--- src/rtl/core/cspu_pkg.sv ---
package cspu_pkg;

    localparam int FRAME_BYTES = 8;
    localparam int FRAME_W     = FRAME_BYTES * 8;
    localparam int PHYS_W      = 48;
    localparam int RAW_W       = 57;
    localparam int DIV_STEPS   = RAW_W;
    localparam int CFG_W       = PHYS_W;

    localparam logic [1:0] ST_OK    = 2'd0;
    localparam logic [1:0] ST_RANGE = 2'd1;
    localparam logic [1:0] ST_TRUNC = 2'd2;

    localparam logic [2:0] REG_START_BIT  = 3'd0;
    localparam logic [2:0] REG_BIT_LENGTH = 3'd1;
    localparam logic [2:0] REG_MIN_VALUE  = 3'd2;
    localparam logic [2:0] REG_MAX_VALUE  = 3'd3;
    localparam logic [2:0] REG_BIG_ENDIAN = 3'd4;

    typedef struct packed {
        logic                     command;
        logic [FRAME_W-1:0]       frame_in;
        logic [3:0]               frame_len;
        logic signed [PHYS_W-1:0] physical_in;
    } t_in;

    typedef struct packed {
        logic [FRAME_W-1:0]       frame_out;
        logic signed [PHYS_W-1:0] physical_out;
        logic [1:0]               status;
    } t_out;

    // config reg settings; user must hold static while items in flight, unenforced
    typedef struct packed {
        logic [2:0]               shift;
        logic [2:0]               pos;
        logic [3:0]               covered;
        logic                     be;
        logic [RAW_W-1:0]         mask;
        logic signed [PHYS_W-1:0] lo;
        logic signed [PHYS_W-1:0] hi;
        logic                     range_neg;
        logic [RAW_W-1:0]         r_enc;
        logic [RAW_W-1:0]         ar;
    } t_cfg;

    typedef struct packed {
        logic               valid;
        logic               command;
        logic [FRAME_W-1:0] frame;
        logic [1:0]         status;
        logic [RAW_W-1:0]   d;
        logic [RAW_W-1:0]   rem;
        logic [RAW_W-1:0]   q;
    } t_pipe;

endpackage

--- src/rtl/core/cspu_div_stage.sv ---
module cspu_div_stage import cspu_pkg::*; (
    input  logic       i_clk,
    input  logic       i_rst_n,
    input  logic [5:0] i_step,
    input  t_cfg       i_cfg,
    input  t_pipe      i_pipe,
    output t_pipe      o_pipe
);

    t_pipe              r_pipe;
    t_pipe              n_pipe;
    logic               m_bit;
    logic [RAW_W-1:0]   div;
    logic [RAW_W+1:0]   t;
    logic [RAW_W+1:0]   r1;
    logic [RAW_W+1:0]   r2;
    logic [RAW_W+1:0]   sub;
    logic [1:0]         qd;

    // one restoring step of floor(d * m / r), m taken msb first
    always_comb begin
        m_bit = i_pipe.command ? i_cfg.mask[i_step] : i_cfg.ar[i_step];
        div   = i_pipe.command ? i_cfg.r_enc : i_cfg.mask;
        t  = {1'b0, i_pipe.rem, 1'b0} + (m_bit ? {2'b0, i_pipe.d} : '0);
        r1 = {2'b0, div};
        r2 = {1'b0, div, 1'b0};
        if (t >= r2) begin
            sub = r2;
            qd  = 2'd2;
        end else if (t >= r1) begin
            sub = r1;
            qd  = 2'd1;
        end else begin
            sub = '0;
            qd  = 2'd0;
        end
        n_pipe     = i_pipe;
        n_pipe.rem = RAW_W'(t - sub);
        n_pipe.q   = {i_pipe.q[RAW_W-2:0], 1'b0} + {{(RAW_W-2){1'b0}}, qd};
    end

    always_ff @(posedge i_clk) begin
        if (!i_rst_n) begin
            r_pipe <= '0;
        end else begin
            r_pipe <= n_pipe;
        end
    end

    assign o_pipe = r_pipe;

endmodule

--- config.mk ---
export PLATFORM = sky130hd
export DESIGN_NAME = cspu_div_stage
export DESIGN_NICKNAME = d
export VERILOG_FILES = /design/src/rtl/core/cspu_pkg.sv /design/src/rtl/core/cspu_div_stage.sv
export SDC_FILE = /design/constraint.sdc
export NUM_CORES = 1
export LEC_CHECK = 0
export BUFFER_PORTS_ARGS = -buffer_cell sky130_fd_sc_hd__buf_2
export CAP_MARGIN = 30
export CORE_AREA = 10 10 286 288
export DETAILED_ROUTE_END_ITERATION = 12
export DIE_AREA = 0 0 296 298
export GPL_ROUTABILITY_DRIVEN = 0
export PLACE_DENSITY = 0.59
export SETUP_SLACK_MARGIN = 0.3
export SKIP_CTS_REPAIR_TIMING = 1
export SKIP_LAST_GASP = 1
export SLEW_MARGIN = 20
export SYNTH_ARGS = -nofsm -noshare
export SYNTH_HDL_FRONTEND = slang
export SYNTH_SLANG_ARGS = --single-unit
--- constraint.sdc ---
create_clock -name i_clk -period 16.3 [get_ports i_clk]
set_clock_uncertainty 0.05 [all_clocks]
set_input_delay 1.63 -clock i_clk [delete_from_list [all_inputs] [get_ports i_clk]]
set_output_delay 1.63 -clock i_clk [all_outputs]
set_load 0.005 [all_outputs]
==> results by group <==
Detailed routing
  • Drt total wl: approximately 85 mm
  • DR WL met2: 39.3 mm
  • Wire per inst: 22.0 um
  • DRT iter0 DRCs: 1,037
  • Vias: about 19,000
  • Max Used Layer: met5
  • DRC Markers: 0
  • Met3 wire length: 6.63 mm
  • Via density: between 4 and 5
  • Wl on met1: 36.9 mm
  • Antenna-violating nets left: 0
  • DRT Pass-1 Iters: 5

Die
  • IO Count: 765
  • Die Wd: 296 um
  • FP Rows: between 100 and 150
  • Core Region: 75,700 um2
  • Initial Util: 0.249
  • Die Y: 298 um
  • Die ar.: a little under 90,000 um2

Cells and area
  • Area Growth Syn to Fin: 28.5%
  • Flip-flop count of the largest register after layout: about 240
  • Commonest non-fill, non-tap cells in the layout: buf_2 (654), dfxtp_1 (239), ha_1 (228)
  • Area of the multi-input gates: 13,200 um2
  • Layout fillers: 8,072
  • Layout cells sized above 1: 0.294
  • Final #Nets: 3,596
  • Commonest non-fill, non-tap cell in the layout: buf_2
  • Fin area: between 20,000 and 25,000 um2
  • FF/Latch Area: ~4800 um2

GRT
  • Largest net degree at the start of global routing: 78
  • First-pass GRT wire length: approximately 120 mm
  • Vias in the first global route: about 19,000
  • Initial antenna violation count: 20
  • Total gr overflow: 0
  • Gr usage total: 0.183

Timing
  • Setup tns final: 0 ps
  • RSZ-0062 raised after global routing: false
  • Slew Viols, Final: 0
  • Fmax: a little over 0.07 GHz
  • Final Cycle Share: 0.846
  • Final setup vio count: 0
  • Hold Fails Final Rpt: 0
  • Slew at the pin closest to its max-slew limit: around 1000 ps
  • Hold_ws: 1230 ps
  • Final Critical Period: 13,790 ps
  • Max-slew headroom: 0.335

Min path
  • Worst hold path depth: 2
  • Worst hold path endpoint: o_pipe[172]$_SDFF_PN0_
  • Worst Hold Class: input pin to flip-flop
  • Hold Crit Start: i_pipe[172]

Synth
  • Area contributors post-synth: dfxtp_1 (25%), ha_1 (15%), and2_1 (6.7%)
  • Most frequently used flop master after synthesis: dfxtp_1
  • Post-synth EDFFs: 0
  • Seq/Total Area, Yosys: 0.254
  • Mapped Area: 18,800 um2
  • Synth Register Bits: 239
  • Synth Warn #: 0
  • Cells after Synth: 2,232
  • Synth area leader: dfxtp_1
  • Netlist cell types: 81
  • Post-synth ARST share: 0
  • Syn Nets: 2,988
  • Top cell type's share of synthesized area: 0.254
  • Syn avg cell area: 8.43 um2

Clocking
  • Htree depth: 2
  • CTS tree: yes
  • Clock Path Buffers: 3
  • Sinks on Clock Net: 239
  • Root buf cell: clkbuf_16
  • CTS Buf Count: 35
  • Clock slew seen by the registers of the worst setup and hold paths: 60 ps

Pwr
  • Total power: roughly 3.6 mW
  • Max VDD drop: 67.7 uV
  • Pwr Density: 147 nW/um2
  • Leakage power: 11.5 nW

Placed design
  • HPWL after DPL: roughly 72 mm
  • Cell Area, Placed: between 20,000 and 25,000 um2
  • Port Buffers: approximately 660

Critical path
  • Critical path arrival: 14,160 ps
  • Slowest cell on crit path: a31oi_4
  • CP Max Fanout: 22
  • CP bufs+invs: 5
  • Critical path type: input pin to flip-flop
  • Setup crit end kind: flip-flop
  • Largest stage delay on the critical path: 680 ps
  • Req. time, crit path: approximately 17,000 ps
  • Top delay family on crit path: compound AO/OA/AOI/OAI gates
  • Critical path startpoint category: input pin

Flow run
  • Max-cap violations: 0

Status
  • Status: completed
## cell type report
type / count / area share
tap: 978 / 0.0506
clock inverter: 16 / 0.00833
timing repair buffer: 670 / 0.141
clock buffer: 45 / 0.0402
multi-input combinational: 1802 / 0.547
antenna: 5 / 0.000517
inverter: 92 / 0.0143
sequential: 239 / 0.198
## logic make-up after synthesis
logic type / count (synthesis) / share of synthesized area
adder cells (fa/ha/maj): 230 / 0.154
XOR/XNOR: 133 / 0.0619
buffers and inverters: 191 / 0.0430
flip-flops: 239 / 0.254
AND/OR/NAND/NOR: 769 / 0.213
multiplexers: 103 / 0.0752
AO/OA/AOI/OAI: 567 / 0.199
## power breakdown
group          total [mW]  switching (mW)  internal [mW]
logic                2.08            1.24          0.837
registers           0.696          0.0212          0.675
clock network       0.780           0.307          0.473
## cells in the mapped netlist, types with 5 or more instances
| cell | n |
|---|---|
| xor2_1 | 61 |
| or3_1 | 18 |
| a22oi_2 | 10 |
| clkbuf_1 | 75 |
| o211ai_1 | 13 |
| ha_1 | 228 |
| dfxtp_1 | 239 |
| nand3b_1 | 8 |
| a21boi_0 | 5 |
| o21ai_1 | 14 |
| nand3_1 | 48 |
| and3_1 | 16 |
| a21o_1 | 70 |
| mux2_2 | 57 |
| o31ai_1 | 10 |
| nor4_1 | 8 |
| mux4_2 | 25 |
| xnor2_1 | 72 |
| buf_6 | 8 |
| a31oi_1 | 17 |
| a22oi_1 | 48 |
| mux2i_1 | 21 |
| a21oi_1 | 153 |
| nor3_1 | 36 |
| o21a_1 | 16 |
| and4_1 | 7 |
| nand2_1 | 128 |
| nand2b_1 | 20 |
| o31a_1 | 5 |
| o22ai_1 | 5 |
| a211o_1 | 9 |
| inv_1 | 91 |
| nor2b_1 | 21 |
| and2_1 | 201 |
| nand4_1 | 55 |
| a2111oi_0 | 9 |
| a311oi_1 | 6 |
| buf_2 | 10 |
| o21ai_0 | 96 |
| nor2_1 | 186 |
| o21bai_1 | 18 |
| a211oi_1 | 23 |
## worst max-delay path by stage
| stage | from | end | slack (ps) | depth (start not counted) |
|---|---|---|---|---|
| finish | i_step[0] | o_pipe[112]$_SDFF_PN0_ | 2510 | 45 |
| global route | i_step[0] | o_pipe[112]$_SDFF_PN0_ | 1730 | 43 |
| CTS | i_step[0] | o_pipe[112]$_SDFF_PN0_ | 2380 | 43 |
| detailed placement | i_step[0] | o_pipe[112]$_SDFF_PN0_ | 1810 | 43 |
| global placement | i_step[1] | o_pipe[112]$_SDFF_PN0_ | 1980 | 45 |
| floorplan | i_step[0] | o_pipe[112]$_SDFF_PN0_ | 5720 | 43 |
## stage by stage
stage,util,std cells,setup slack [ps]
final,0.320,3847,2510
after global routing,0.319,3844,1730
after CTS,0.319,3842,2380
after detailed placement,0.304,3781,1810
after global placement,0.304,3781,1980
after floorplan,-,2232,5720
## layer usage
metal | track usage | up-vias
met1 | 0.229 | 8704
met4 | 0.0462 | 14
met2 | 0.306 | 616
li1 | - | 9300
met3 | 0.0486 | 102
met5 | 0 | -
(Power assumes the default switching activity.)
