--- config.mk ---
export PLATFORM = sky130hd
export DESIGN_NAME = cspu_front
export DESIGN_NICKNAME = d
export VERILOG_FILES = /design/src/rtl/core/cspu_pkg.sv /design/src/rtl/core/cspu_front.sv
export SDC_FILE = /design/constraint.sdc
export NUM_CORES = 1
export LEC_CHECK = 0
export BUFFER_PORTS_ARGS = -buffer_cell sky130_fd_sc_hd__buf_4
export CELL_PAD_IN_SITES_DETAIL_PLACEMENT = 2
export CELL_PAD_IN_SITES_GLOBAL_PLACEMENT = 2
export CORE_ASPECT_RATIO = 0.5
export CORE_MARGIN = 2
export CORE_UTILIZATION = 28
export DETAILED_ROUTE_END_ITERATION = 8
export HOLD_SLACK_MARGIN = 0.1
export PLACE_DENSITY_LB_ADDON = 0.25
export SYNTH_ARGS = -nofsm -noshare
export SYNTH_HDL_FRONTEND = slang
export SYNTH_SLANG_ARGS = --single-unit
--- constraint.sdc ---
create_clock -name i_clk -period 6.5 [get_ports i_clk]
set_input_delay 0.975 -clock i_clk [delete_from_list [all_inputs] [get_ports i_clk]]
set_output_delay 0.975 -clock i_clk [all_outputs]
set_load 0.03 [all_outputs]
--- src/rtl/core/cspu_pkg.sv ---
package cspu_pkg;

    localparam int FRAME_BYTES = 8;
    localparam int FRAME_W     = FRAME_BYTES * 8;
    localparam int PHYS_W      = 48;
    localparam int RAW_W       = 57;
    localparam int DIV_STEPS   = RAW_W;
    localparam int CFG_W       = PHYS_W;

    localparam logic [1:0] ST_OK    = 2'd0;
    localparam logic [1:0] ST_RANGE = 2'd1;
    localparam logic [1:0] ST_TRUNC = 2'd2;

    localparam logic [2:0] REG_START_BIT  = 3'd0;
    localparam logic [2:0] REG_BIT_LENGTH = 3'd1;
    localparam logic [2:0] REG_MIN_VALUE  = 3'd2;
    localparam logic [2:0] REG_MAX_VALUE  = 3'd3;
    localparam logic [2:0] REG_BIG_ENDIAN = 3'd4;

    typedef struct packed {
        logic                     command;
        logic [FRAME_W-1:0]       frame_in;
        logic [3:0]               frame_len;
        logic signed [PHYS_W-1:0] physical_in;
    } t_in;

    typedef struct packed {
        logic [FRAME_W-1:0]       frame_out;
        logic signed [PHYS_W-1:0] physical_out;
        logic [1:0]               status;
    } t_out;

    // config reg settings; user must hold static while items in flight, unenforced
    typedef struct packed {
        logic [2:0]               shift;
        logic [2:0]               pos;
        logic [3:0]               covered;
        logic                     be;
        logic [RAW_W-1:0]         mask;
        logic signed [PHYS_W-1:0] lo;
        logic signed [PHYS_W-1:0] hi;
        logic                     range_neg;
        logic [RAW_W-1:0]         r_enc;
        logic [RAW_W-1:0]         ar;
    } t_cfg;

    typedef struct packed {
        logic               valid;
        logic               command;
        logic [FRAME_W-1:0] frame;
        logic [1:0]         status;
        logic [RAW_W-1:0]   d;
        logic [RAW_W-1:0]   rem;
        logic [RAW_W-1:0]   q;
    } t_pipe;

endpackage

--- src/rtl/core/cspu_front.sv ---
module cspu_front import cspu_pkg::*; (
    input  logic  i_clk,
    input  logic  i_rst_n,
    input  logic  i_start,
    input  t_in   i_in,
    input  t_cfg  i_cfg,
    output t_pipe o_pipe
);

    t_pipe              r_pipe;
    t_pipe              n_pipe;
    logic [3:0]         flen;
    logic               fits;
    logic               out_of_range;
    logic [FRAME_W-1:0] word;
    logic [2:0]         idx;
    logic [PHYS_W:0]    diff;

    always_comb begin
        flen = (i_in.frame_len > 4'(FRAME_BYTES)) ? 4'(FRAME_BYTES) : i_in.frame_len;
        out_of_range = i_in.command &&
            (i_in.physical_in > i_cfg.hi || i_in.physical_in < i_cfg.lo);
        if (i_cfg.be) begin
            fits = ({1'b0, i_cfg.pos} < flen) && (i_cfg.covered <= {1'b0, i_cfg.pos} + 4'd1);
        end else begin
            fits = ({1'b0, i_cfg.pos} + i_cfg.covered) <= flen;
        end
        word = '0;
        for (int k = 0; k < FRAME_BYTES; k++) begin
            idx = i_cfg.be ? i_cfg.pos - 3'(k) : i_cfg.pos + 3'(k);
            if (4'(k) < i_cfg.covered) begin
                word[8*k +: 8] = i_in.frame_in[8*idx +: 8];
            end
        end
        diff = {i_in.physical_in[PHYS_W-1], i_in.physical_in}
             - {i_cfg.lo[PHYS_W-1], i_cfg.lo};

        n_pipe.valid   = i_start;
        n_pipe.command = i_in.command;
        n_pipe.frame   = i_in.frame_in;
        if (out_of_range) begin
            n_pipe.status = ST_RANGE;
        end else if (!fits) begin
            n_pipe.status = ST_TRUNC;
        end else begin
            n_pipe.status = ST_OK;
        end
        if (i_in.command) begin
            n_pipe.d = RAW_W'(diff);
        end else begin
            n_pipe.d = RAW_W'(word >> i_cfg.shift) & i_cfg.mask;
        end
        n_pipe.rem = '0;
        n_pipe.q   = '0;
    end

    always_ff @(posedge i_clk) begin
        if (!i_rst_n) begin
            r_pipe <= '0;
        end else begin
            r_pipe <= n_pipe;
        end
    end

    assign o_pipe = r_pipe;

endmodule

==> Flow_metrics.wiki, run 1 <==
{| class="wikitable"
! Metric !! Value
|-
| First-pass iteration count of the detailed router || 5
|-
| EDFF count, synth || 0
|-
| Final Core Density || 35.9%
|-
| Fraction of synthesized area in multiplexers || 21.1%
|-
| Area growth, synth to finish || 27.3%
|-
| Post-CTS Repair Setup Buffers || 0
|-
| CTS Hold Bufs || 0
|-
| Synthesis-stage register bit count || 125
|-
| Drt first-iter violations || 703
|-
| CTS max path bufs || 2
|-
| Number of distinct library cell variants in the gate-level netlist after synthesis || 85
|-
| Synth warn || 0
|-
| Kind of cell adding the most delay to the critical path || multiplexers
|-
| Startpoint of the tightest hold check path || i_start
|-
| Unrepaired setup endpoints after global routing || no
|-
| Wire length of the first global-routing pass || 85.6 mm
|-
| Flip-flop cell with the highest count after synthesis || sky130_fd_sc_hd__dfxtp_1
|-
| Number of rows in the core area || 57
|-
| Critical Path End Type || flip-flop
|-
| Number of cells upsized or downsized after cts || 0
|-
| Pins over their slew limit || 0
|-
| Area of the mapped netlist || 13600 µm²
|-
| Fraction of post-synthesis cell area in the top cell type by area || 18.4%
|-
| Mean area per synthesized cell || 8.44 µm²
|-
| Area share of and/or/nand/nor cells after synthesis || 16.0%
|-
| Total vias in the final route || 13424
|-
| Number of nets with antenna violations after routing || 0
|-
| Via density per instance || 5.12
|-
| Via count of the first global-routing pass || 13787
|-
| Share of the yosys chip area belonging to registers || 18.4%
|-
| Leakage component of the power || 8.17 nW
|-
| Combinational family with the most area after synthesis || multiplexers
|-
| Pin count of the biggest net entering global routing || 74
|-
| Die width || 316 µm
|-
| Post-synthesis cell type with the largest combined area || sky130_fd_sc_hd__dfxtp_1
|-
| Buffer cell driving the clock tree root || sky130_fd_sc_hd__clkbuf_16
|-
| Slowest cell delay on critical path || 0.99 ns
|-
| Placer congestion estimate || 0.876
|-
| Proportion of register bits with asynchronous set or reset after synthesis || 0%
|-
| Hold Path Depth || 2
|-
| Max reg flops || 125
|-
| Path category of the worst min-delay check || in2reg
|-
| Arrival @ worst endpoint || 4.84 ns
|-
| Crit share post-route || 69.9%
|-
| Relative slew slack || 25.0%
|-
| Cell with the most instances after synthesis || sky130_fd_sc_hd__nand2_1
|-
| Effective utilization at floorplan || 28.2%
|-
| Post-DR wirelength/cell || 22.1 µm
|-
| Peak supply drop || 0.179 mV
|-
| DRC Markers || 0
|-
| Total core area || 48200 µm²
|-
| CP required || 6.80 ns
|-
| Synthesized-area fraction occupied by ao, oa, aoi and oai cells || 17.8%
|-
| Overall Global Routing Usage || 22.3%
|-
| Share of post-route cells with drive strength above 1 || 29.5%
|-
| Final nets || 2471
|-
| Clock tree from TritonCTS || built
|-
| Slowest stage cell, crit path || sky130_fd_sc_hd__fa_2
|-
| Deepest level of the CTS H-tree || 4
|-
| Maximum operating frequency || 220 MHz
|-
| Estimated wirelength of the detail-placed design || 48.2 mm
|-
| Hold violation total from the final report || 0
|-
| End point of the most critical hold path || o_pipe[238]
|-
| Setup Total Neg Slack || 0 ns
|-
| Crit-path max FO || 39
|-
| Gr ovfl total || 0
|-
| Initial antenna violation count || 3
|-
| Routed Wire Length || 57.9 mm
|-
| Total CTS buffers || 17
|-
| Input/output buffers || 408
|-
| Worst path bufs/invs || 3
|-
| Adder-cell share of the synthesized area || 10.7%
|-
| Number of endpoints failing setup at the final stage || 0
|-
| Status || completed
|-
| Start-to-end type of the worst setup path || in2reg
|-
| Slew @ Worst Pin || 1.12 ns
|-
| Number of cells produced by synthesis || 1611
|-
| Die outline area || 50400 µm²
|-
| Synth top cells by count || sky130_fd_sc_hd__nand2_1 (134), sky130_fd_sc_hd__dfxtp_1 (125), sky130_fd_sc_hd__buf_4 (124)
|-
| Power per standard cell area || 203 nW/µm²
|-
| I/O pin count || 638
|-
| Cell types occupying the most area after synthesis || sky130_fd_sc_hd__dfxtp_1 (18%), sky130_fd_sc_hd__mux4_2 (13%), sky130_fd_sc_hd__ha_1 (10%)
|-
| Sort of element at the start of the critical path || input pin
|-
| Total of max-cap violations || 0
|-
| Die Ht || 160 µm
|-
| CTS clk-pin slew, worst paths || 0.07 ns
|-
| Ordered cell list for the critical path || buf_4 -> inv_1 -> fa_2 -> buf_4 -> mux4_2 -> mux2_2 -> mux2i_1 -> nor2_1 -> o21ai_0 -> nand2_1 -> o2111ai_1 -> o21ai_0
|-
| Total clock sinks || 125
|-
| Time the worst path needs with I/O delays and setup || 4.54 ns
|-
| Xor/xnor cell area share of the yosys netlist || 3.38%
|}
[layout by cell type, fill, tap and decap left out, types with 4 or more instances in the layout]
cell type / synthesis / layout
sky130_fd_sc_hd__mux4_2: 76 / 76
sky130_fd_sc_hd__o221ai_1: 4 / 4
sky130_fd_sc_hd__mux2i_1: 87 / 87
sky130_fd_sc_hd__nand3b_1: 5 / 5
sky130_fd_sc_hd__inv_6: 0 / 7
sky130_fd_sc_hd__dfxtp_1: 125 / 125
sky130_fd_sc_hd__o32ai_1: 4 / 4
sky130_fd_sc_hd__nor3_1: 45 / 45
sky130_fd_sc_hd__nand2_1: 134 / 134
sky130_fd_sc_hd__o211ai_1: 12 / 12
sky130_fd_sc_hd__and3_1: 9 / 9
sky130_fd_sc_hd__nand4_1: 18 / 18
sky130_fd_sc_hd__nor2_1: 72 / 71
sky130_fd_sc_hd__o21a_1: 10 / 10
sky130_fd_sc_hd__mux2_2: 23 / 23
sky130_fd_sc_hd__nor4_1: 6 / 6
sky130_fd_sc_hd__nand2b_1: 15 / 15
sky130_fd_sc_hd__a21oi_1: 112 / 112
sky130_fd_sc_hd__xor2_1: 22 / 22
sky130_fd_sc_hd__a41oi_1: 5 / 5
sky130_fd_sc_hd__xnor2_1: 23 / 23
sky130_fd_sc_hd__a31oi_1: 10 / 10
sky130_fd_sc_hd__or3_1: 4 / 4
sky130_fd_sc_hd__clkbuf_16: 0 / 17
sky130_fd_sc_hd__nor3b_1: 4 / 4
sky130_fd_sc_hd__a21o_1: 36 / 36
sky130_fd_sc_hd__inv_1: 120 / 119
sky130_fd_sc_hd__nor2b_1: 15 / 15
sky130_fd_sc_hd__nand3_1: 30 / 30
sky130_fd_sc_hd__o21ai_1: 5 / 5
sky130_fd_sc_hd__conb_1: 1 / 114
sky130_fd_sc_hd__ha_1: 110 / 110
sky130_fd_sc_hd__o22ai_1: 40 / 40
sky130_fd_sc_hd__and2_1: 70 / 70
sky130_fd_sc_hd__clkinv_4: 0 / 4
sky130_fd_sc_hd__a211oi_1: 17 / 17
sky130_fd_sc_hd__o21ai_0: 62 / 62
sky130_fd_sc_hd__o2111ai_1: 6 / 6
sky130_fd_sc_hd__buf_4: 124 / 418
[layout make-up]
class,count,area [µm²]
Antenna cell,3,7.51
Clock buffer,18,429
Clock inverter,14,145
Fill cell,5571,30900
Inverter,122,458
Multi-Input combinational cell,1274,9820
Sequential cell,125,2500
Tap cell,649,812
Timing Repair Buffer,418,3140
[cell families (layout without fill, tap and decap cells)]
kind of cell,after synthesis,after routing
flip-flops,125,125
AND/OR/NAND/NOR,439,439
adder cells (fa/ha/maj),114,114
XOR/XNOR,49,49
other,1,117
multiplexers,188,188
buffers and inverters,325,572
AO/OA/AOI/OAI,370,370
[power by group]
| part | switching [mW] | leakage [nW] | internal, mW |
|---|---|---|---|
| logic | 1.03 | 6.86 | 0.658 |
| registers | 0.0185 | 1.04 | 0.826 |
| clock network | 0.441 | 0.279 | 0.540 |
[worst max-delay path by stage]
stage	start	slack [ns]	cells after the start	to
5_1_grt	i_cfg[274]	1.75	12	o_pipe[156]
3_5_place_dp	i_cfg[274]	1.51	11	o_pipe[151]
3_3_place_gp	i_cfg[274]	1.60	11	o_pipe[154]
6_report	i_cfg[274]	1.96	12	o_pipe[152]
2_1_floorplan	i_cfg[273]	2.08	14	o_pipe[158]
4_1_cts	i_cfg[274]	1.99	12	o_pipe[152]
[per-layer routing]
layer	global-route usage, %	routed length [µm]	share of wire [%]	vias to the layer above
li1	-	-	-	6291
met1	29.6	26100	45	6673
met2	37.5	27500	47	420
met3	4.19	3430	5.9	40
met4	5.19	918	1.6	0
met5	0	0	0	-
[stage by stage]
step	power (mW)	hold WS [ns]	std cells	worst slack, ns	area, µm²
after floorplan	1.97	1.09	1724	2.08	14000
after global placement	2.51	1.18	2588	1.60	16700
after detailed placement	2.53	1.20	2588	1.51	16700
after CTS	3.54	0.726	2620	1.99	17300
after global routing	3.71	0.734	2623	1.75	17300
final	3.52	0.743	2623	1.96	17300
Note: power is estimated with default switching activity, not from simulation.
==> run 2, diff against run 1 <==
CORE_UTILIZATION = 26   (was 28)
clock period = 4.75 ns   (was 6.5 ns; I/O delays follow)
==> run 2 against run 1 <==
Compared with the run above: cell count grew 2.2%; global-route usage shrank 1.1 points; sequential share of layout area shrank 0.17 points; final area grew 1.2%; flip-flop and latch count is the same; clock-buffer cell count shrank 1; sequential power grew 37%; power grew 42%; hold slack lost 0.27 ns; core utilization shrank 2.1 points; clock power grew 55%; first-iteration DRC count shrank 20%; critical endpoint is now o_pipe[158]; largest cell class unchanged.
==> Flow_metrics.wiki, run 2 (synthesis gave the netlist of run 1 again) <==
{| class="wikitable"
! Metric !! Value
|-
| Estimated wirelength of the detail-placed design || 49.1 mm (was 48.2 mm)
|-
| CTS clk-pin slew, worst paths || 0.06 ns (was 0.07 ns)
|-
| # fillers || 5980 (was 5571)
|-
| Input/output buffers || 408 (unchanged)
|-
| Buffer cell driving the clock tree root || sky130_fd_sc_hd__clkbuf_16 (unchanged)
|-
| Initial antenna violation count || 5 (was 3)
|-
| Clock tree from TritonCTS || built (unchanged)
|-
| DRC Markers || 0 (unchanged)
|-
| Wire length of the first global-routing pass || 87.8 mm (was 85.6 mm)
|-
| Pins over their slew limit || 0 (unchanged)
|-
| Most common cell after layout, fill and taps aside || sky130_fd_sc_hd__buf_4 (unchanged)
|-
| I/O pin count || 638 (unchanged)
|-
| Die Ht || 166 µm (was 160 µm)
|-
| Part of the total power dissipated in sequential elements || 23.1% (was 24.0%)
|-
| Crit share post-route || 76.8%
|-
| Drt first-iter violations || 564 (was 703)
|-
| Area growth, synth to finish || 28.8% (was 27.3%)
|-
| DP Worst Slack || 0.641 ns (was 1.51 ns)
|-
| Sw Share || 40.4% (was 42.5%)
|-
| CTS max path bufs || 2 (unchanged)
|-
| Via count of the first global-routing pass || 14021 (was 13787)
|-
| Maximum operating frequency || 274 MHz
|-
| Start-to-end type of the worst setup path || in2reg (unchanged)
|-
| Storage element area || 2500 µm² (unchanged)
|-
| Total vias in the final route || 13424 (unchanged)
|-
| Final nets || 2476 (was 2471)
|-
| Path category of the worst min-delay check || in2reg (unchanged)
|-
| Die width || 327 µm (was 316 µm)
|-
| Status || completed (unchanged)
|-
| Total CTS buffers || 17 (unchanged)
|-
| Routed Wire Length || 59.1 mm (was 57.9 mm)
|-
| Time the worst path needs with I/O delays and setup || 3.65 ns
|-
| Max reg flops || 125 (unchanged)
|-
| Leakage component of the power || 8.25 nW (was 8.17 nW)
|-
| Pin count of the biggest net entering global routing || 74 (unchanged)
|-
| Gr ovfl total || 0 (unchanged)
|-
| Total of max-cap violations || 0 (unchanged)
|-
| Internal power consumption || 2.98 mW (was 2.02 mW)
|-
| Number of cells upsized or downsized after cts || 0 (unchanged)
|-
| Placer congestion estimate || 0.853 (was 0.876)
|-
| Post-DR wirelength/cell || 22.0 µm (was 22.1 µm)
|-
| Power per standard cell area || 285 nW/µm² (was 203 nW/µm²)
|-
| Peak supply drop || 0.273 mV (was 0.179 mV)
|-
| Effective utilization at floorplan || 26.2% (was 28.2%)
|-
| Worst Setup Slack, final || 1.10 ns (was 1.96 ns)
|-
| Deepest level of the CTS H-tree || 4 (unchanged)
|-
| Area after DPL || 16800 µm² (was 16700 µm²)
|-
| Part of the power in the clock network || 30.4% (was 27.9%)
|-
| Slew @ Worst Pin || 1.12 ns (about the same)
|-
| Share of power burned in combinational logic || 46.5% (was 48.1%)
|-
| Unrepaired setup endpoints after global routing || no (unchanged)
|-
| CP required || 5.09 ns (was 6.80 ns)
|-
| Number of rows in the core area || 59 (was 57)
|-
| Total clock sinks || 125 (unchanged)
|-
| Hold violation total from the final report || 0 (unchanged)
|-
| Number of nets with antenna violations after routing || 0 (unchanged)
|-
| Non-filler instance count after layout || 2682 (was 2623)
|-
| Setup Total Neg Slack || 0 ns (unchanged)
|-
| Total Power || 5.00 mW (was 3.52 mW)
|-
| Crit-path max FO || 38 (was 39)
|-
| Number of cells in the design after placement || 2645 (was 2588)
|-
| Share of post-route cells with drive strength above 1 || 29.8% (was 29.5%)
|-
| Post-CTS Repair Setup Buffers || 0 (unchanged)
|-
| Net switching power || 2.02 mW (was 1.49 mW)
|-
| Critical Path End Type || flip-flop (unchanged)
|-
| Via density per instance || 5.01 (was 5.12)
|-
| First-pass iteration count of the detailed router || 5 (unchanged)
|-
| Post-route standard cell area excluding fillers || 17500 µm² (was 17300 µm²)
|-
| CTS Hold Bufs || 0 (unchanged)
|-
| Number of endpoints failing setup at the final stage || 0 (unchanged)
|-
| Multi-input logic area || 9820 µm² (unchanged)
|-
| Total core area || 51800 µm² (was 48200 µm²)
|-
| Sort of element at the start of the critical path || input pin (unchanged)
|-
| Overall Global Routing Usage || 21.2% (was 22.3%)
|-
| Die outline area || 54200 µm² (was 50400 µm²)
|-
| Top library cells by usage in the layout, fill and taps aside || sky130_fd_sc_hd__buf_4 (422), sky130_fd_sc_hd__nand2_1 (134), sky130_fd_sc_hd__dfxtp_1 (125) (was sky130_fd_sc_hd__buf_4 (418), sky130_fd_sc_hd__nand2_1 (134), sky130_fd_sc_hd__dfxtp_1 (125))
|-
| Relative slew slack || 25.0% (about the same)
|-
| Arrival @ worst endpoint || 3.99 ns (was 4.84 ns)
|}
[run 2: per-layer routing]
layer / track usage (%) / wire length [µm] / vias up
li1: - / - / 6294
met1: 27.8 / 26600 / 6690
met2: 34.8 / 27500 / 386
met3: 4.92 / 3730 / 54
met4: 6.26 / 1210 / 0
met5: 0 / 0 / -
[run 2: layout make-up]
cell class                 count  area share (%)
antenna                        5          0.0714
tap                          701            5.01
clock inverter                15            1.34
inverter                     122            2.61
sequential                   125            14.3
multi-input combinational   1274            56.1
timing repair buffer         423            18.2
clock buffer                  17            2.43
[run 2: stage by stage]
| stage | util, % | hold WS, ns |
|---|---|---|
| after floorplan | - | 0.826 |
| after global placement | 32.5 | 0.922 |
| after detailed placement | 32.5 | 0.928 |
| after CTS | 33.8 | 0.453 |
| after global routing | 33.8 | 0.466 |
| final | 33.8 | 0.470 |
[run 2: power groups by stage]
stage                     clock [mW]  combinational, mW  sequential [mW]
after detailed placement           0               2.30             1.18
after global routing            1.59               2.51             1.16
after floorplan                    0               1.36             1.34
after global placement             0               2.27             1.18
after CTS                       1.54               2.33             1.16
final                           1.52               2.32             1.16
[run 2: path summary, 6_finish.rpt]
kind / startpoint / end / slack, ns / cells after the start
setup / recovery: i_cfg[273] / o_pipe[158] / 1.10 / 11
hold / removal: i_start / o_pipe[238] / 0.47 / 2
[run 2: critical path: stages]
cell,delay (ns)
sky130_fd_sc_hd__buf_4,0.09
sky130_fd_sc_hd__buf_4,0.39
sky130_fd_sc_hd__buf_4,0.61
sky130_fd_sc_hd__mux4_2,0.63
sky130_fd_sc_hd__mux2i_1,0.46
sky130_fd_sc_hd__nor2_1,0.08
sky130_fd_sc_hd__a21oi_1,0.18
sky130_fd_sc_hd__nand2b_1,0.15
sky130_fd_sc_hd__a211oi_1,0.09
sky130_fd_sc_hd__a31o_1,0.26
sky130_fd_sc_hd__a32o_1,0.27
==> run 3, diff against run 2 <==
CORE_UTILIZATION = 24   (was 26)
clock period = 3.2 ns   (was 4.75 ns; I/O delays follow)
==> run 3 against run 2 <==
Compared with the run above: die area increased by 8.2%; sequential power rose by 48%; clock power up 33%; global-route usage down 1.6 points; final area rose by 6.2%; largest cell class unchanged.
==> Flow_metrics.wiki, run 3 (synthesis gave the netlist of run 1 again) <==
{| class="wikitable"
! Metric !! Value
|-
| Relative slew slack || 48.9% (was 25.0%)
|-
| Post-CTS Repair Setup Buffers || 0 (unchanged)
|-
| Total Power || 7.52 mW (was 5.00 mW)
|-
| Time the worst path needs with I/O delays and setup || 3.11 ns
|-
| Maximum operating frequency || 322 MHz
|-
| Start-to-end type of the worst setup path || in2reg (unchanged)
|-
| Total CTS buffers || 17 (unchanged)
|-
| CP required || 3.52 ns (was 5.09 ns)
|-
| Total vias in the final route || 13643 (was 13424)
|-
| Part of the total power dissipated in sequential elements || 22.9% (was 23.1%)
|-
| Total of max-cap violations || 0 (unchanged)
|-
| Internal power consumption || 4.53 mW (was 2.98 mW)
|-
| Die Ht || 172 µm (was 166 µm)
|-
| Max reg flops || 125 (unchanged)
|-
| Number of nets with antenna violations after routing || 0 (unchanged)
|-
| CTS clk-pin slew, worst paths || 0.06 ns (about the same)
|-
| Routed Wire Length || 59.4 mm (was 59.1 mm)
|-
| First-pass iteration count of the detailed router || 4 (was 5)
|-
| Top library cells by usage in the layout, fill and taps aside || sky130_fd_sc_hd__buf_4 (534), sky130_fd_sc_hd__nand2_1 (134), sky130_fd_sc_hd__dfxtp_1 (125) (was sky130_fd_sc_hd__buf_4 (422), sky130_fd_sc_hd__nand2_1 (134), sky130_fd_sc_hd__dfxtp_1 (125))
|-
| Arrival @ worst endpoint || 3.42 ns (was 3.99 ns)
|-
| Leakage component of the power || 8.85 nW (was 8.25 nW)
|-
| Path category of the worst min-delay check || in2reg (unchanged)
|-
| Critical Path End Type || flip-flop (unchanged)
|-
| Most common cell after layout, fill and taps aside || sky130_fd_sc_hd__buf_4 (unchanged)
|-
| Hold violation total from the final report || 0 (unchanged)
|-
| Crit share post-route || 97.1%
|-
| Area growth, synth to finish || 36.8% (was 28.8%)
|-
| Total core area || 55800 µm² (was 51800 µm²)
|-
| Die width || 341 µm (was 327 µm)
|-
| Slew @ Worst Pin || 0.764 ns (was 1.12 ns)
|-
| Number of rows in the core area || 61 (was 59)
|-
| I/O pin count || 638 (unchanged)
|-
| Clock tree from TritonCTS || built (unchanged)
|-
| Estimated wirelength of the detail-placed design || 50.7 mm (was 49.1 mm)
|-
| Final nets || 2597 (was 2476)
|-
| Pins over their slew limit || 0 (unchanged)
|-
| Share of post-route cells with drive strength above 1 || 34.2% (was 29.8%)
|-
| Deepest level of the CTS H-tree || 4 (unchanged)
|-
| DRC Markers || 0 (unchanged)
|-
| Peak supply drop || 0.408 mV (was 0.273 mV)
|-
| CTS max path bufs || 2 (unchanged)
|-
| Post-DR wirelength/cell || 20.8 µm (was 22.0 µm)
|-
| Input/output buffers || 408 (unchanged)
|-
| Power per standard cell area || 404 nW/µm² (was 285 nW/µm²)
|-
| Final Hold Slack || 0.240 ns (was 0.470 ns)
|-
| Buffer cell driving the clock tree root || sky130_fd_sc_hd__clkbuf_16 (unchanged)
|-
| Sort of element at the start of the critical path || input pin (unchanged)
|-
| Share of power burned in combinational logic || 50.3% (was 46.5%)
|-
| Pin count of the biggest net entering global routing || 67 (was 74)
|-
| Sw Share || 39.7% (was 40.4%)
|-
| Placer congestion estimate || 0.863 (was 0.853)
|-
| Die outline area || 58700 µm² (was 54200 µm²)
|-
| Crit-path max FO || 30 (was 38)
|-
| Total clock sinks || 125 (unchanged)
|-
| Via density per instance || 4.78 (was 5.01)
|-
| Part of the power in the clock network || 26.8% (was 30.4%)
|-
| Initial antenna violation count || 5 (unchanged)
|-
| Wire length of the first global-routing pass || 87.7 mm (was 87.8 mm)
|-
| Number of endpoints failing setup at the final stage || 0 (unchanged)
|-
| Via count of the first global-routing pass || 14225 (was 14021)
|-
| Overall Global Routing Usage || 19.7% (was 21.2%)
|-
| Net switching power || 2.99 mW (was 2.02 mW)
|-
| Effective utilization at floorplan || 24.4% (was 26.2%)
|-
| Status || completed (unchanged)
|-
| Drt first-iter violations || 544 (was 564)
|-
| Unrepaired setup endpoints after global routing || no (unchanged)
|-
| Gr ovfl total || 0 (unchanged)
|}
==> run 3: area by class of cell <==
type | count | area (µm²)
Antenna cell | 4 | 10.0
Clock buffer | 20 | 447
Inverter | 122 | 463
Sequential cell | 125 | 2500
Timing Repair Buffer | 544 | 4210
Fill cell | 6495 | 37200
Multi-Input combinational cell | 1274 | 9870
Clock inverter | 12 | 145
Tap cell | 756 | 946
==> run 3: critical path, cell delays in order <==
cell	delay (ns)
sky130_fd_sc_hd__buf_4	0.08
sky130_fd_sc_hd__inv_1	0.05
sky130_fd_sc_hd__fa_2	0.59
sky130_fd_sc_hd__buf_12	0.22
sky130_fd_sc_hd__mux4_2	0.58
sky130_fd_sc_hd__mux2i_1	0.30
sky130_fd_sc_hd__buf_4	0.19
sky130_fd_sc_hd__nor3_1	0.04
sky130_fd_sc_hd__a21oi_1	0.25
sky130_fd_sc_hd__mux2i_1	0.20
sky130_fd_sc_hd__mux2i_2	0.27
sky130_fd_sc_hd__o22ai_1	0.14
==> run 3: stage by stage <==
step / util [%] / setup slack [ns] / instance area [µm²] / TNS [ns] / instances
2_1_floorplan: - / -0.173 / 14100 / -1.45 / 1724
3_3_place_gp: 32.2 / -0.292 / 18000 / -5.95 / 2821
3_5_place_dp: 32.2 / -0.352 / 18000 / -8.06 / 2821
4_1_cts: 33.3 / 0.132 / 18600 / 0 / 2853
5_1_grt: 33.3 / 0.00849 / 18600 / 0 / 2857
6_report: 33.3 / 0.0918 / 18600 / 0 / 2857
==> run 3: power groups by stage <==
stage / logic, mW / registers [mW] / clock network (mW)
final: 3.78 / 1.72 / 2.02
after floorplan: 2.06 / 1.99 / 0
after detailed placement: 3.77 / 1.75 / 0
after CTS: 3.79 / 1.72 / 2.09
after global placement: 3.72 / 1.75 / 0
after global routing: 4.10 / 1.73 / 2.15
==> run 3: timing repair <==
action | 4_1_cts | 5_1_grt
resized for setup | 0 | 3
hold buffers | 0 | 0
setup endpoints to repair | 0 | 3
==> run 3: worst paths after layout <==
check / slack (ns) / depth (start not counted) / end / start
hold / removal: 0.24 / 2 / o_pipe[238] / i_start
setup / recovery: 0.09 / 12 / o_pipe[129] / i_cfg[268]
==> run 3: metal layers <==
metal  global-route usage (%)  wire length (µm)  up-vias
li1                         -                 -     6532
met5                        0                 8        -
met1                     26.0             27300     6763
met4                     5.29              1070        2
met3                     2.84              2190       52
met2                     33.6             28800      294
